File: src/rtl/cdps_pkg.sv
// Shared widths, constants and types for the divider pair search block.
`default_nettype none
package cdps_pkg;
   localparam int RATE_W = 32;
   localparam int PRE_W = 4;
   localparam int POST_W = 7;
   localparam int ERR_W = 32;
   localparam int PREDIV_MAX_DEF = 8;
   localparam int POSTDIV_MAX_DEF = 64;
   localparam logic [ERR_W-1:0] ALL_ONES = '1;

   typedef struct packed {
      logic start;
      logic [RATE_W-1:0] dividend;
   } div_cmd_type;
endpackage
`default_nettype wire

File: src/rtl/clock_divider_pair_search.sv
// Top level of the divider pair search: search sequencer and result register.
// The search time is set by the single bit-serial divider, and each division
// ends with a step in which its quotient is taken. Each pre-divider first costs
// one division of the source rate. Each post-divider then costs one more
// division plus a compare of the error. Requests are handled one at a time. A
// new request is taken once the previous result has been transferred.
`default_nettype none
module clock_divider_pair_search #(
   parameter int PREDIV_MAX = cdps_pkg::PREDIV_MAX_DEF,
   parameter int POSTDIV_MAX = cdps_pkg::POSTDIV_MAX_DEF
) (
   input  wire logic clock,
   input  wire logic reset,
   input  wire logic req_valid,
   output logic req_ready,
   input  wire logic [cdps_pkg::RATE_W-1:0] req_target_rate,
   input  wire logic [cdps_pkg::RATE_W-1:0] req_source_rate,
   output logic rsp_valid,
   input  wire logic rsp_ready,
   output logic [cdps_pkg::PRE_W-1:0] rsp_pre_divider,
   output logic [cdps_pkg::POST_W-1:0] rsp_post_divider,
   output logic [cdps_pkg::ERR_W-1:0] rsp_best_error,
   output logic rsp_found
);
   import cdps_pkg::*;

   localparam int I_W = $clog2(PREDIV_MAX + 1);
   localparam int J_W = $clog2(POSTDIV_MAX + 1);
   localparam int DIV_W = (I_W > J_W) ? I_W : J_W;

   typedef enum logic [4:0] {
      ST_IDLE = 5'b00001,
      ST_PRE  = 5'b00010,
      ST_POST = 5'b00100,
      ST_CMP  = 5'b01000,
      ST_DONE = 5'b10000
   } state_type;

   state_type state_ff, state_in;
   logic [RATE_W-1:0] target_ff, target_in;
   logic [RATE_W-1:0] source_ff, source_in;
   logic [RATE_W-1:0] stage_ff, stage_in;
   logic [ERR_W-1:0] err_ff, err_in;
   logic [ERR_W-1:0] best_err_ff, best_err_in;
   logic [PRE_W-1:0] best_pre_ff, best_pre_in;
   logic [POST_W-1:0] best_post_ff, best_post_in;
   logic found_ff, found_in;
   logic [I_W-1:0] pre_cnt_ff, pre_cnt_in;
   logic [J_W-1:0] post_cnt_ff, post_cnt_in;
   logic [I_W-1:0] pre_next;
   logic [J_W-1:0] post_next;
   div_cmd_type div_cmd;
   logic [DIV_W-1:0] div_divisor;
   logic div_done;
   logic [RATE_W-1:0] div_quo;

   cdps_div_serial #(
      .DIV_W(DIV_W)
   ) u_div (
      .clock(clock),
      .reset(reset),
      .cmd(div_cmd),
      .divisor(div_divisor),
      .done(div_done),
      .quotient(div_quo)
   );

   assign pre_next = I_W'(pre_cnt_ff + 1'b1);
   assign post_next = J_W'(post_cnt_ff + 1'b1);

   always_comb begin
      state_in = state_ff;
      target_in = target_ff;
      source_in = source_ff;
      stage_in = stage_ff;
      err_in = err_ff;
      best_err_in = best_err_ff;
      best_pre_in = best_pre_ff;
      best_post_in = best_post_ff;
      found_in = found_ff;
      pre_cnt_in = pre_cnt_ff;
      post_cnt_in = post_cnt_ff;
      div_cmd.start = 1'b0;
      div_cmd.dividend = source_ff;
      div_divisor = DIV_W'(pre_cnt_ff);
      case (state_ff)
         ST_IDLE: begin
            if (req_valid) begin
               target_in = req_target_rate;
               source_in = req_source_rate;
               best_err_in = ALL_ONES;
               best_pre_in = PRE_W'(1);
               best_post_in = POST_W'(1);
               found_in = 1'b0;
               pre_cnt_in = I_W'(1);
               post_cnt_in = J_W'(1);
               div_cmd.start = 1'b1;
               div_cmd.dividend = req_source_rate;
               div_divisor = DIV_W'(1);
               state_in = ST_PRE;
            end
         end
         ST_PRE: begin
            if (div_done) begin
               stage_in = div_quo;
               div_cmd.start = 1'b1;
               div_cmd.dividend = div_quo;
               div_divisor = DIV_W'(post_cnt_ff);
               state_in = ST_POST;
            end
         end
         ST_POST: begin
            if (div_done) begin
               err_in = (div_quo >= target_ff) ? (div_quo - target_ff)
                                               : (target_ff - div_quo);
               state_in = ST_CMP;
            end
         end
         ST_CMP: begin
            if (err_ff < best_err_ff) begin
               best_err_in = err_ff;
               best_pre_in = PRE_W'(pre_cnt_ff);
               best_post_in = POST_W'(post_cnt_ff);
               found_in = 1'b1;
            end
            if (post_cnt_ff != J_W'(POSTDIV_MAX)) begin
               post_cnt_in = post_next;
               div_cmd.start = 1'b1;
               div_cmd.dividend = stage_ff;
               div_divisor = DIV_W'(post_next);
               state_in = ST_POST;
            end else if (pre_cnt_ff != I_W'(PREDIV_MAX)) begin
               pre_cnt_in = pre_next;
               post_cnt_in = J_W'(1);
               div_cmd.start = 1'b1;
               div_cmd.dividend = source_ff;
               div_divisor = DIV_W'(pre_next);
               state_in = ST_PRE;
            end else begin
               state_in = ST_DONE;
            end
         end
         ST_DONE: begin
            if (rsp_ready) begin
               state_in = ST_IDLE;
            end
         end
         default: begin
            state_in = ST_IDLE;
         end
      endcase
   end

   always_ff @(posedge clock) begin
      target_ff <= target_in;
      source_ff <= source_in;
      stage_ff <= stage_in;
      err_ff <= err_in;
      best_err_ff <= best_err_in;
      best_pre_ff <= best_pre_in;
      best_post_ff <= best_post_in;
      found_ff <= found_in;
      pre_cnt_ff <= pre_cnt_in;
      post_cnt_ff <= post_cnt_in;
      if (reset) begin
         state_ff <= ST_IDLE;
      end else begin
         state_ff <= state_in;
      end
   end

   assign req_ready = (state_ff == ST_IDLE);
   assign rsp_valid = (state_ff == ST_DONE);
   assign rsp_pre_divider = best_pre_ff;
   assign rsp_post_divider = best_post_ff;
   assign rsp_best_error = best_err_ff;
   assign rsp_found = found_ff;

   a_best_never_grows: assert property (@(posedge clock) disable iff (reset)
      (state_ff != ST_IDLE && $past(state_ff) != ST_IDLE)
      |-> best_err_ff <= $past(best_err_ff))
      else $error("best error grew during the search");

   a_not_found_defaults: assert property (@(posedge clock) disable iff (reset)
      (rsp_valid && !rsp_found)
      |-> (rsp_best_error == ALL_ONES && rsp_pre_divider == PRE_W'(1)
           && rsp_post_divider == POST_W'(1)))
      else $error("failed search does not report default values");

   a_found_error: assert property (@(posedge clock) disable iff (reset)
      (rsp_valid && rsp_found) |-> rsp_best_error != ALL_ONES)
      else $error("found pair reports an all ones error");

   a_div_idle_on_cmp: assert property (@(posedge clock) disable iff (reset)
      (state_ff == ST_CMP) |-> $past(div_done))
      else $error("compare reached without a finished division");
endmodule
`default_nettype wire

File: src/rtl/cdps_div_serial.sv
// Restoring divider that produces one quotient bit per clock cycle.
`default_nettype none
module cdps_div_serial #(
   parameter int DIV_W = 9
) (
   input  wire logic clock,
   input  wire logic reset,
   input  wire cdps_pkg::div_cmd_type cmd,
   input  wire logic [DIV_W-1:0] divisor,
   output logic done,
   output logic [cdps_pkg::RATE_W-1:0] quotient
);
   import cdps_pkg::*;

   localparam int CNT_W = $clog2(RATE_W);

   logic [RATE_W-1:0] quo_ff, quo_in;
   logic [DIV_W-1:0] rem_ff, rem_in;
   logic [DIV_W-1:0] dvs_ff, dvs_in;
   logic [CNT_W-1:0] cnt_ff, cnt_in;
   logic busy_ff, busy_in;
   logic done_ff, done_in;
   logic [DIV_W:0] part;
   logic [DIV_W:0] diff;

   always_comb begin
      part = {rem_ff, quo_ff[RATE_W-1]};
      diff = part - {1'b0, dvs_ff};
      quo_in = quo_ff;
      rem_in = rem_ff;
      dvs_in = dvs_ff;
      cnt_in = cnt_ff;
      busy_in = busy_ff;
      done_in = done_ff;
      if (cmd.start) begin
         quo_in = cmd.dividend;
         rem_in = '0;
         dvs_in = divisor;
         cnt_in = '0;
         busy_in = 1'b1;
         done_in = 1'b0;
      end else if (busy_ff) begin
         if (!diff[DIV_W]) begin
            rem_in = diff[DIV_W-1:0];
            quo_in = {quo_ff[RATE_W-2:0], 1'b1};
         end else begin
            rem_in = part[DIV_W-1:0];
            quo_in = {quo_ff[RATE_W-2:0], 1'b0};
         end
         cnt_in = CNT_W'(cnt_ff + 1'b1);
         if (cnt_ff == CNT_W'(RATE_W - 1)) begin
            busy_in = 1'b0;
            done_in = 1'b1;
         end
      end
   end

   always_ff @(posedge clock) begin
      quo_ff <= quo_in;
      rem_ff <= rem_in;
      dvs_ff <= dvs_in;
      cnt_ff <= cnt_in;
      if (reset) begin
         busy_ff <= 1'b0;
         done_ff <= 1'b0;
      end else begin
         busy_ff <= busy_in;
         done_ff <= done_in;
      end
   end

   assign done = done_ff;
   assign quotient = quo_ff;
endmodule
`default_nettype wire

File: config.mk
export PLATFORM = sky130hd
export DESIGN_NAME = clock_divider_pair_search
export DESIGN_NICKNAME = d
export VERILOG_FILES = /design/src/rtl/cdps_pkg.sv /design/src/rtl/clock_divider_pair_search.sv /design/src/rtl/cdps_div_serial.sv
export SDC_FILE = /design/constraint.sdc
export NUM_CORES = 1
export LEC_CHECK = 0
export ABC_AREA = 0
export BUFFER_PORTS_ARGS = -buffer_cell sky130_fd_sc_hd__buf_2
export CORE_MARGIN = 2
export CORE_UTILIZATION = 45
export CTS_CLUSTER_DIAMETER = 30
export DETAILED_ROUTE_END_ITERATION = 6
export PLACE_DENSITY = 0.65
export SYNTH_ARGS = -nofsm -noshare
export SYNTH_HDL_FRONTEND = slang
export SYNTH_SLANG_ARGS = --single-unit
File: constraint.sdc
create_clock -name clock -period 4.41 [get_ports clock]
set_input_delay 0.882 -clock clock [delete_from_list [all_inputs] [get_ports clock]]
set_output_delay 0.882 -clock clock [all_outputs]
set_load 0.01 [all_outputs]
---- Word-level counts from Yosys, hierarchy flattened ----
Cells that the tools add are included.
operators by class
  magnitude comparators ................... 2
  eq/ne operators ......................... 17
  reductions and logical operators ........ 12
  mux-type cells .......................... 43
  add/subtract/negate cells ............... 6
operators with widths
  cell                                            number
  two-way mux 32 bit                              5
  two-way mux 33 bit                              4
  one-hot mux 33 bit (3 select lines)             1
  one-hot mux 32 bit (2 select lines)             1
  subtractor 32 bit                               2
  two-way mux 7 bit                               7
  >= comparator 32 bit                            1
  < comparator 32 bit                             1
  two-way mux 5 bit                               6
  one-hot mux 7 bit (2 select lines)              2
  one-hot mux 5 bit (5 select lines)              1
  two-way mux 4 bit                               6
  one-hot mux 7 bit (3 select lines)              1
  one-hot mux 4 bit (2 select lines)              2
  == test 5 bit (second input constant)           2
  AND reduction 2 bit                             5
  != test 2 bit (second input constant)           4
  AND reduction 4 bit                             2
  subtractor 8 x 7 -> 8 bit                       1
  adder 7 x 1 -> 7 bit (second input constant)    1
  != test 7 bit (second input constant)           1
  two-way mux 1 bit                               6
  != test 2 x 1 -> 1 bit (second input constant)  3
  != test 3 bit (second input constant)           2
  11 further kinds                                13
storage, ports and cells
  bits in registers ....................... 241
  output and inout bits ................... 46
  logic and storage cells ................. 97

---- Longest topological paths before layout ----
Gate-level depths: netlist (run 1).
  depth in word-level cells ............... 6
  gate-level depth with buffers ........... 14

---- Modules after synthesis ----
Synthesis (run 1) repeated with hierarchy kept, for this count alone.
second synthesis, totals
  cell total of the unflattened synthesis .. 1,255
  area, all modules ....................... 13,840.8 um^2
by module, submodules not included
  module                     cells an instance  sequential area each (um^2)  area each (um^2)  times used
  clock_divider_pair_search  1,061              5,595.4                      11,304.6          1
  cdps_div_serial            194                1,451.4                      2,536.2           1

---- Worst setup path after synthesis (run 1) ----
No wires, ideal clock.
  kind .................................... input to register
  start ................................... in req_valid
  end ..................................... reg best_err_ff[0] (netlist: rsp_best_error[0]) (enable)
  stages on the path ...................... 4
  path buffers ............................ 2
  required time ........................... 4,025 ps
  slack ................................... -53 ps
  arrival time ............................ 4,078 ps
  path through ............................ and2_1 -> clkbuf_1 -> clkbuf_1 -> a31o_2
on the way
  word-level cells in the longest chain between the ends .. 2
ends and longest elaborated chain
  item                           line                              source
  start: declaration             clock_divider_pair_search.sv:14   input wire logic req_valid,
  != test 2 bit (no line)        --
  AND reduction 3 bit (no line)  --
  end signal: assignment         clock_divider_pair_search.sv:159  best_err_ff <= best_err_in;
  end: declaration               clock_divider_pair_search.sv:44   logic [ERR_W-1:0] best_err_ff, best_err_in;
No other way between the ends.
A chain may end at the register's enable or synchronous reset.

---- Final worst setup path (run 1) ----
  start ................................... reg u_div.quo_ff[4] (netlist: u_div.quotient[4])
  end ..................................... reg err_ff[31] (data pin)
on the way
  word-level cells in the longest chain between the ends .. 2
  elaborated cells between the ends (all ways) .. 4
ends and longest elaborated chain
  item                                       line                              source
  start: declaration                         cdps_div_serial.sv:17             logic [RATE_W-1:0] quo_ff, quo_in;
  start signal: assignment                   cdps_div_serial.sv:59             quo_ff <= quo_in;
  subtractor 32 bit (tied with other cells)  clock_divider_pair_search.sv:115  : (target_ff - div_quo);
  two-way mux 32 bit *                       clock_divider_pair_search.sv:114  err_in = (div_quo >= target_ff) ? (div_quo - target_ff)
  end signal: assignment                     clock_divider_pair_search.sv:158  err_ff <= err_in;
  end: declaration                           clock_divider_pair_search.sv:43   logic [ERR_W-1:0] err_ff, err_in;
Every way passes the cells marked *; elsewhere a longest branch is shown, timed or not.

==> reports/metrics.yaml, run 1 <==
postLayoutCoreUtil: 0.543
crit_path_end_kind: "flop"
grt_pass1_vias: 9253
placed_area_um2: 14300
yosys.area.top_type_share: 0.499
swShare: 0.338
yosysSeqAreaShare: 0.527
cp-startpoint: "u_div.quotient[4]"
dieArea_um2: 31100
yosys_register_bits: 241
slew_violations: 0
grt_pass1_wl_um: 48900
syn-num-nets: 1385
setup-tns-final_ns: 0
avgSynthCellArea_um2: 11.1
skew_ns: 0.0160
synth_enable_flop_cells: 222
use_met1: 0.302
cts_buffers: 50
clock-root-buffer: "clkbuf_16"
drive_gt1_frac: 0.168
cp-start-kind: "flop"
seqPwrFrac: 0.315
layout.nets: 1506
cp_top_family: "compound AO/OA/AOI/OAI gates"
worstMarginPinSlew_ns: 0.988
tritoncts: "done"
start_util: 0.455
diodes: 0
met3_usage: 0.0312
antenna_left: 0
place_ws_ns: 0.915
cts_resized: 0
cp_max_fo: 8
drtPass1Iterations: 7
design_area_um2: 16000
peakVddDrop_v: 0.000386
drc: 0
p_leak_uw: 0.00670
drt_iter0_drc: 781
globalRouteTotalUtil: 0.196
antenna_found_initial: 0
worst_path_max_delay_cell: "ha_1"
hold_buffers: 0
wirelength_um: 30700
p_switching_uw: 3480
ys_warn_count: 0
post_cts_buffers: 0
synth_common_cells: "edfxtp_1, inv_1, ha_1, nand2_1, a21oi_1"
setup_ws_ns: 0.921
grt_max_degree: 68
fp.dieW_um: 176
overflow: 0
p_int_uw: 6820
critical_path_class: "flop to flop"
hp-class: "flop to flop"
syn-cell-area_um2: 13400
fin_crit_ns: 3.49
worstHoldStart: "u_div.cnt_ff[4]"
status: "finished clean"
fmax_mhz: 287
ios: 114
rsz0062_at_grt: "false"
async_flop_share: 0
cp_cell_sequence: "ha_1 > a21o_1 > a21oi_2 > a21oi_1 > o31ai_2 > a31oi_1 > or3_1 > mux2_4 > or4_1 > o311a_1"
synth_flop_cell: "edfxtp_1"
cpPeakStageDelay_ns: 0.44
cts.clk_slew.worst_paths_ns: 0.05
p_clk_frac: 0.357
crit_required_ns: 4.70
fp-row-count: 63
hold_viol: 0
period_share: 0.791
die_h_um: 176
n_fill_cell: 2530
cts.sinks: 241
setup_viol: 0
avgRoutedWirePerCell_um: 17.4
crit_buf_inv: 0
vias: 9575
area_delta_synth_final_pct: 19.5
r2r-start: "u_div.quotient[4]"
whs_ns: 0.506
gp_congestion: 0.911
syn_inst: 1207
synth.area.top_cells: "edfxtp_1, ha_1, inv_1"
globalRouteMet2Util: 0.288
yosys.cell_types.count: 67
clk_path_buf_depth: 3
yosysTopAreaCell: "edfxtp_1"
fp.coreArea_um2: 29400
combPwrFrac: 0.329
max_slew_margin: 0.340
cp.arrival_ns: 3.77
drv_cap: 0
grt.busiest_layer: "met1"
port_buffers: 113
htree_levels: 2
routed_via_density: 5.45
synth_most_common_cell: "edfxtp_1"
clock_latency_ns: 0.54
p_per_area_nw_per_um2: 645
dpl.hpwl_um: 21600
-- layout by cell type (no fill, tap or decap), drive strengths merged, types with 11 or more instances in the layout --
master  synthesis  routed
nand2          87      87
edfxtp        222     222
a222oi         32      32
xnor2          29      29
clkinv          0      12
nand4          15      15
nor2           67      67
dfxtp          19      19
mux2i          19      19
nor3           15      15
o21ai          78      78
a211oi         21      21
xor2           17      17
nor2b          12      12
a21o           38      38
buf            10     125
nand3          11      11
clkbuf         46      66
ha            107     107
inv           122     126
and2           18      18
a21oi          73      73
nand2b         45      45
-- flip-flops by register name, indices dropped and copies added, names as in the netlist, 4 cells and up --
register	cells
rsp_best_error	32
stage_ff	32
post_cnt_ff	7
pre_cnt_ff	4
rsp_pre_divider	4
source_ff	32
u_div.dvs_ff	7
u_div.quotient	32
u_div.rem_ff	7
rsp_post_divider	7
target_ff	32
state_ff	5
err_ff	32
u_div.cnt_ff	5
-- tightest hold or removal path, cell delays in order (launching register included) --
cell and delay [ns]:
dfxtp_1 0.33, mux2i_1 0.07, nor2_1 0.07
-- final timing paths --
check / endpoint / cells after the start / slack, ns
setup reg to reg: err_ff[31] / 10 / 0.92
hold / removal: u_div.cnt_ff[4] / 2 / 0.51
hold reg to reg: u_div.cnt_ff[4] / 2 / 0.51
setup / recovery: err_ff[31] / 10 / 0.92
-- stage by stage --
step / std cells / total power (µW)
after floorplan: 1207 / 5760
after global placement: 1666 / 6590
after detailed placement: 1666 / 6620
after CTS: 1758 / 10300
after global routing: 1758 / 10900
final: 1758 / 10300
-- power groups by stage --
| stage | Sequential (µW) | Clock [µW] | Combinational [µW] |
|---|---|---|---|
| after global routing | 3280 | 3840 | 3750 |
| final | 3240 | 3670 | 3390 |
| after global placement | 3260 | 0 | 3320 |
| after floorplan | 3200 | 0 | 2570 |
| after CTS | 3240 | 3730 | 3360 |
| after detailed placement | 3280 | 0 | 3340 |
-- cells by family after synthesis --
group                    count (synthesis)  share of synthesized area
AO/OA/AOI/OAI                          307                      0.154
multiplexers                            27                     0.0213
buffers and inverters                  178                     0.0522
flip-flops                             241                      0.527
AND/OR/NAND/NOR                        298                      0.110
XOR/XNOR                                46                     0.0301
adder cells (fa/ha/maj)                110                      0.105
-- per-layer routing --
layer  up-vias  wire [µm]
met5         -          0
met1      4534      15200
met2       329      13000
met4         0        560
li1       4671          -
met3        41       1950
-- layout make-up --
type / instances / area, µm² / share of cell area
Tap cell: 390 / 488 / 0.0305
Multi-Input combinational cell: 788 / 5650 / 0.354
Clock buffer: 66 / 1370 / 0.0859
Sequential cell: 241 / 7050 / 0.441
Inverter: 122 / 458 / 0.0287
Timing Repair Buffer: 125 / 656 / 0.0410
Clock inverter: 26 / 299 / 0.0187
Power figures use the tool's default switching activity.
==> run 2: changes to the inputs <==
clock period = 2.8 ns   (was 4.41 ns; I/O delays follow)
==> run 2 against run 1 <==
  * The flow now finishes with violations (design-rule violations, negative setup slack)
  * Sequential power grew 54%
  * First-iteration DRC count shrank 12%
  * Wire length grew 7.2%
  * Design area grew 15%
  * Final cell count grew 13%
  * Critical endpoint unchanged
==> reports/metrics.yaml, run 2 (synthesis gave the netlist of run 1 again) <==
hold_viol: 0
period_share: 1.18
drt_iter0_drc: 691
seqPwrFrac: 0.260
swShare: 0.333
cp-start-kind: "flop"
design_area_um2: 18400
htree_levels: 2
avgRoutedWirePerCell_um: 16.6
drc: 1
dieArea_um2: 31100
fin_crit_ns: 3.30
cpPeakStageDelay_ns: 0.41
final_common_cell: "edfxtp_1"
cp_top_family: "simple AND/OR/NAND/NOR gates"
drive_gt1_frac: 0.328
grt_pass1_wl_um: 51900
p_switching_uw: 6370
mostFrequentLayoutCells: "edfxtp_1, buf_4, inv_1, buf_2, ha_1"
gp_congestion: 0.935
placed_area_um2: 15900
fp-row-count: 63
grt_max_degree: 97
grt_pass1_vias: 10165
cts.sinks: 241
diodes: 0
fp.coreArea_um2: 29400
clk_path_buf_depth: 3
whs_ns: 0.173
p_per_area_nw_per_um2: 1040
cp_max_fo: 4
layout.nets: 1733
die_h_um: 176
cp_cell_sequence: "buf_4 > buf_6 > buf_6 > ha_4 > nand4_1 > nor3_2 > o31ai_4 > a31oi_4 > or3_4 > mux2_4 > or4_4 > o311a_1"
peakVddDrop_v: 0.000699
worstMarginPinSlew_ns: 0.599
area_delta_synth_final_pct: 37.5
hold_buffers: 0
setup_ws_ns: -0.504
cts.clk_slew.worst_paths_ns: 0.05
cts_buffers: 50
globalRouteTotalUtil: 0.209
skew_ns: 0.0246
rrSetupSlack_ns: -0.50
overflow: 0
hp-class: "primary input to flop"
antenna_found_initial: 0
fp.dieW_um: 176
status: "finished, violations left"
tritoncts: "done"
ios: 114
combPwrFrac: 0.431
slew_violations: 0
cp.arrival_ns: 3.60
dpl.hpwl_um: 23600
worst_path_max_delay_cell: "edfxtp_1"
crit_required_ns: 3.10
p_leak_uw: 0.00795
start_util: 0.455
p_clk_frac: 0.309
p_int_uw: 12700
antenna_left: 0
setup-tns-final_ns: -6.37
port_buffers: 113
wirelength_um: 32900
setup_viol: 30
drtPass1Iterations: 7
vias: 10376
path_common_cell: "buf_6"
clock-root-buffer: "clkbuf_16"
drv_cap: 0
violations: "design-rule violations, negative setup slack"
critical_path_class: "flop to flop"
crit_buf_inv: 3
routed_via_density: 5.22
fmax_mhz: 303
clock_latency_ns: 0.56
rsz0062_at_grt: "true"
crit_path_end_kind: "flop"
max_slew_margin: 0.599
run 2: power groups by stage:
stage,sequential [µW],clock [µW],combinational [µW]
2_1_floorplan,5030,0,4050
3_3_place_gp,5000,0,6990
3_5_place_dp,5020,0,7030
4_1_cts,4970,6020,7590
5_1_grt,5010,6200,8970
6_report,4980,5910,8230
run 2: repair_timing:
item                                    CTS  global route
cloned                                    1             0
setup buffers                             8            13
resized for setup                        52            49
endpoints found under the setup margin   31            65
pin swaps                                19            31
run 2: area by class of cell:
| type | instances | area [µm²] |
|---|---|---|
| fill | 2326 | 11000 |
| sequential | 241 | 7050 |
| multi-input combinational | 788 | 6130 |
| timing repair buffer | 352 | 2540 |
| clock buffer | 52 | 1260 |
| tap | 390 | 488 |
| inverter | 122 | 458 |
| clock inverter | 41 | 457 |
run 2: final timing paths:
path | depth (start not counted) | start | to
setup / recovery | 12 | u_div.quotient[0] | err_ff[31]
hold / removal | 1 | req_target_rate[28] | target_ff[28]
setup reg to reg | 12 | u_div.quotient[0] | err_ff[31]
hold reg to reg | 2 | u_div.cnt_ff[4] | u_div.cnt_ff[4]
run 2: per-stage QoR:
step                total power, µW  setup slack [ns]  std cells   util
detailed placement            12000            -0.613       1871  0.542
finish                        19100            -0.504       1986  0.625
floorplan                      9080            -0.395       1207      -
global placement              12000            -0.579       1871  0.542
CTS                           18600            -0.472       1973  0.613
global route                  20200            -0.580       1986  0.625
run 2: metal layers:
metal	GRT usage	share of wire	up-vias
met5	0	0	-
li1	-	-	5116
met3	0.0351	0.057	58
met1	0.315	0.49	4889
met2	0.307	0.43	313
met4	0.0682	0.025	0
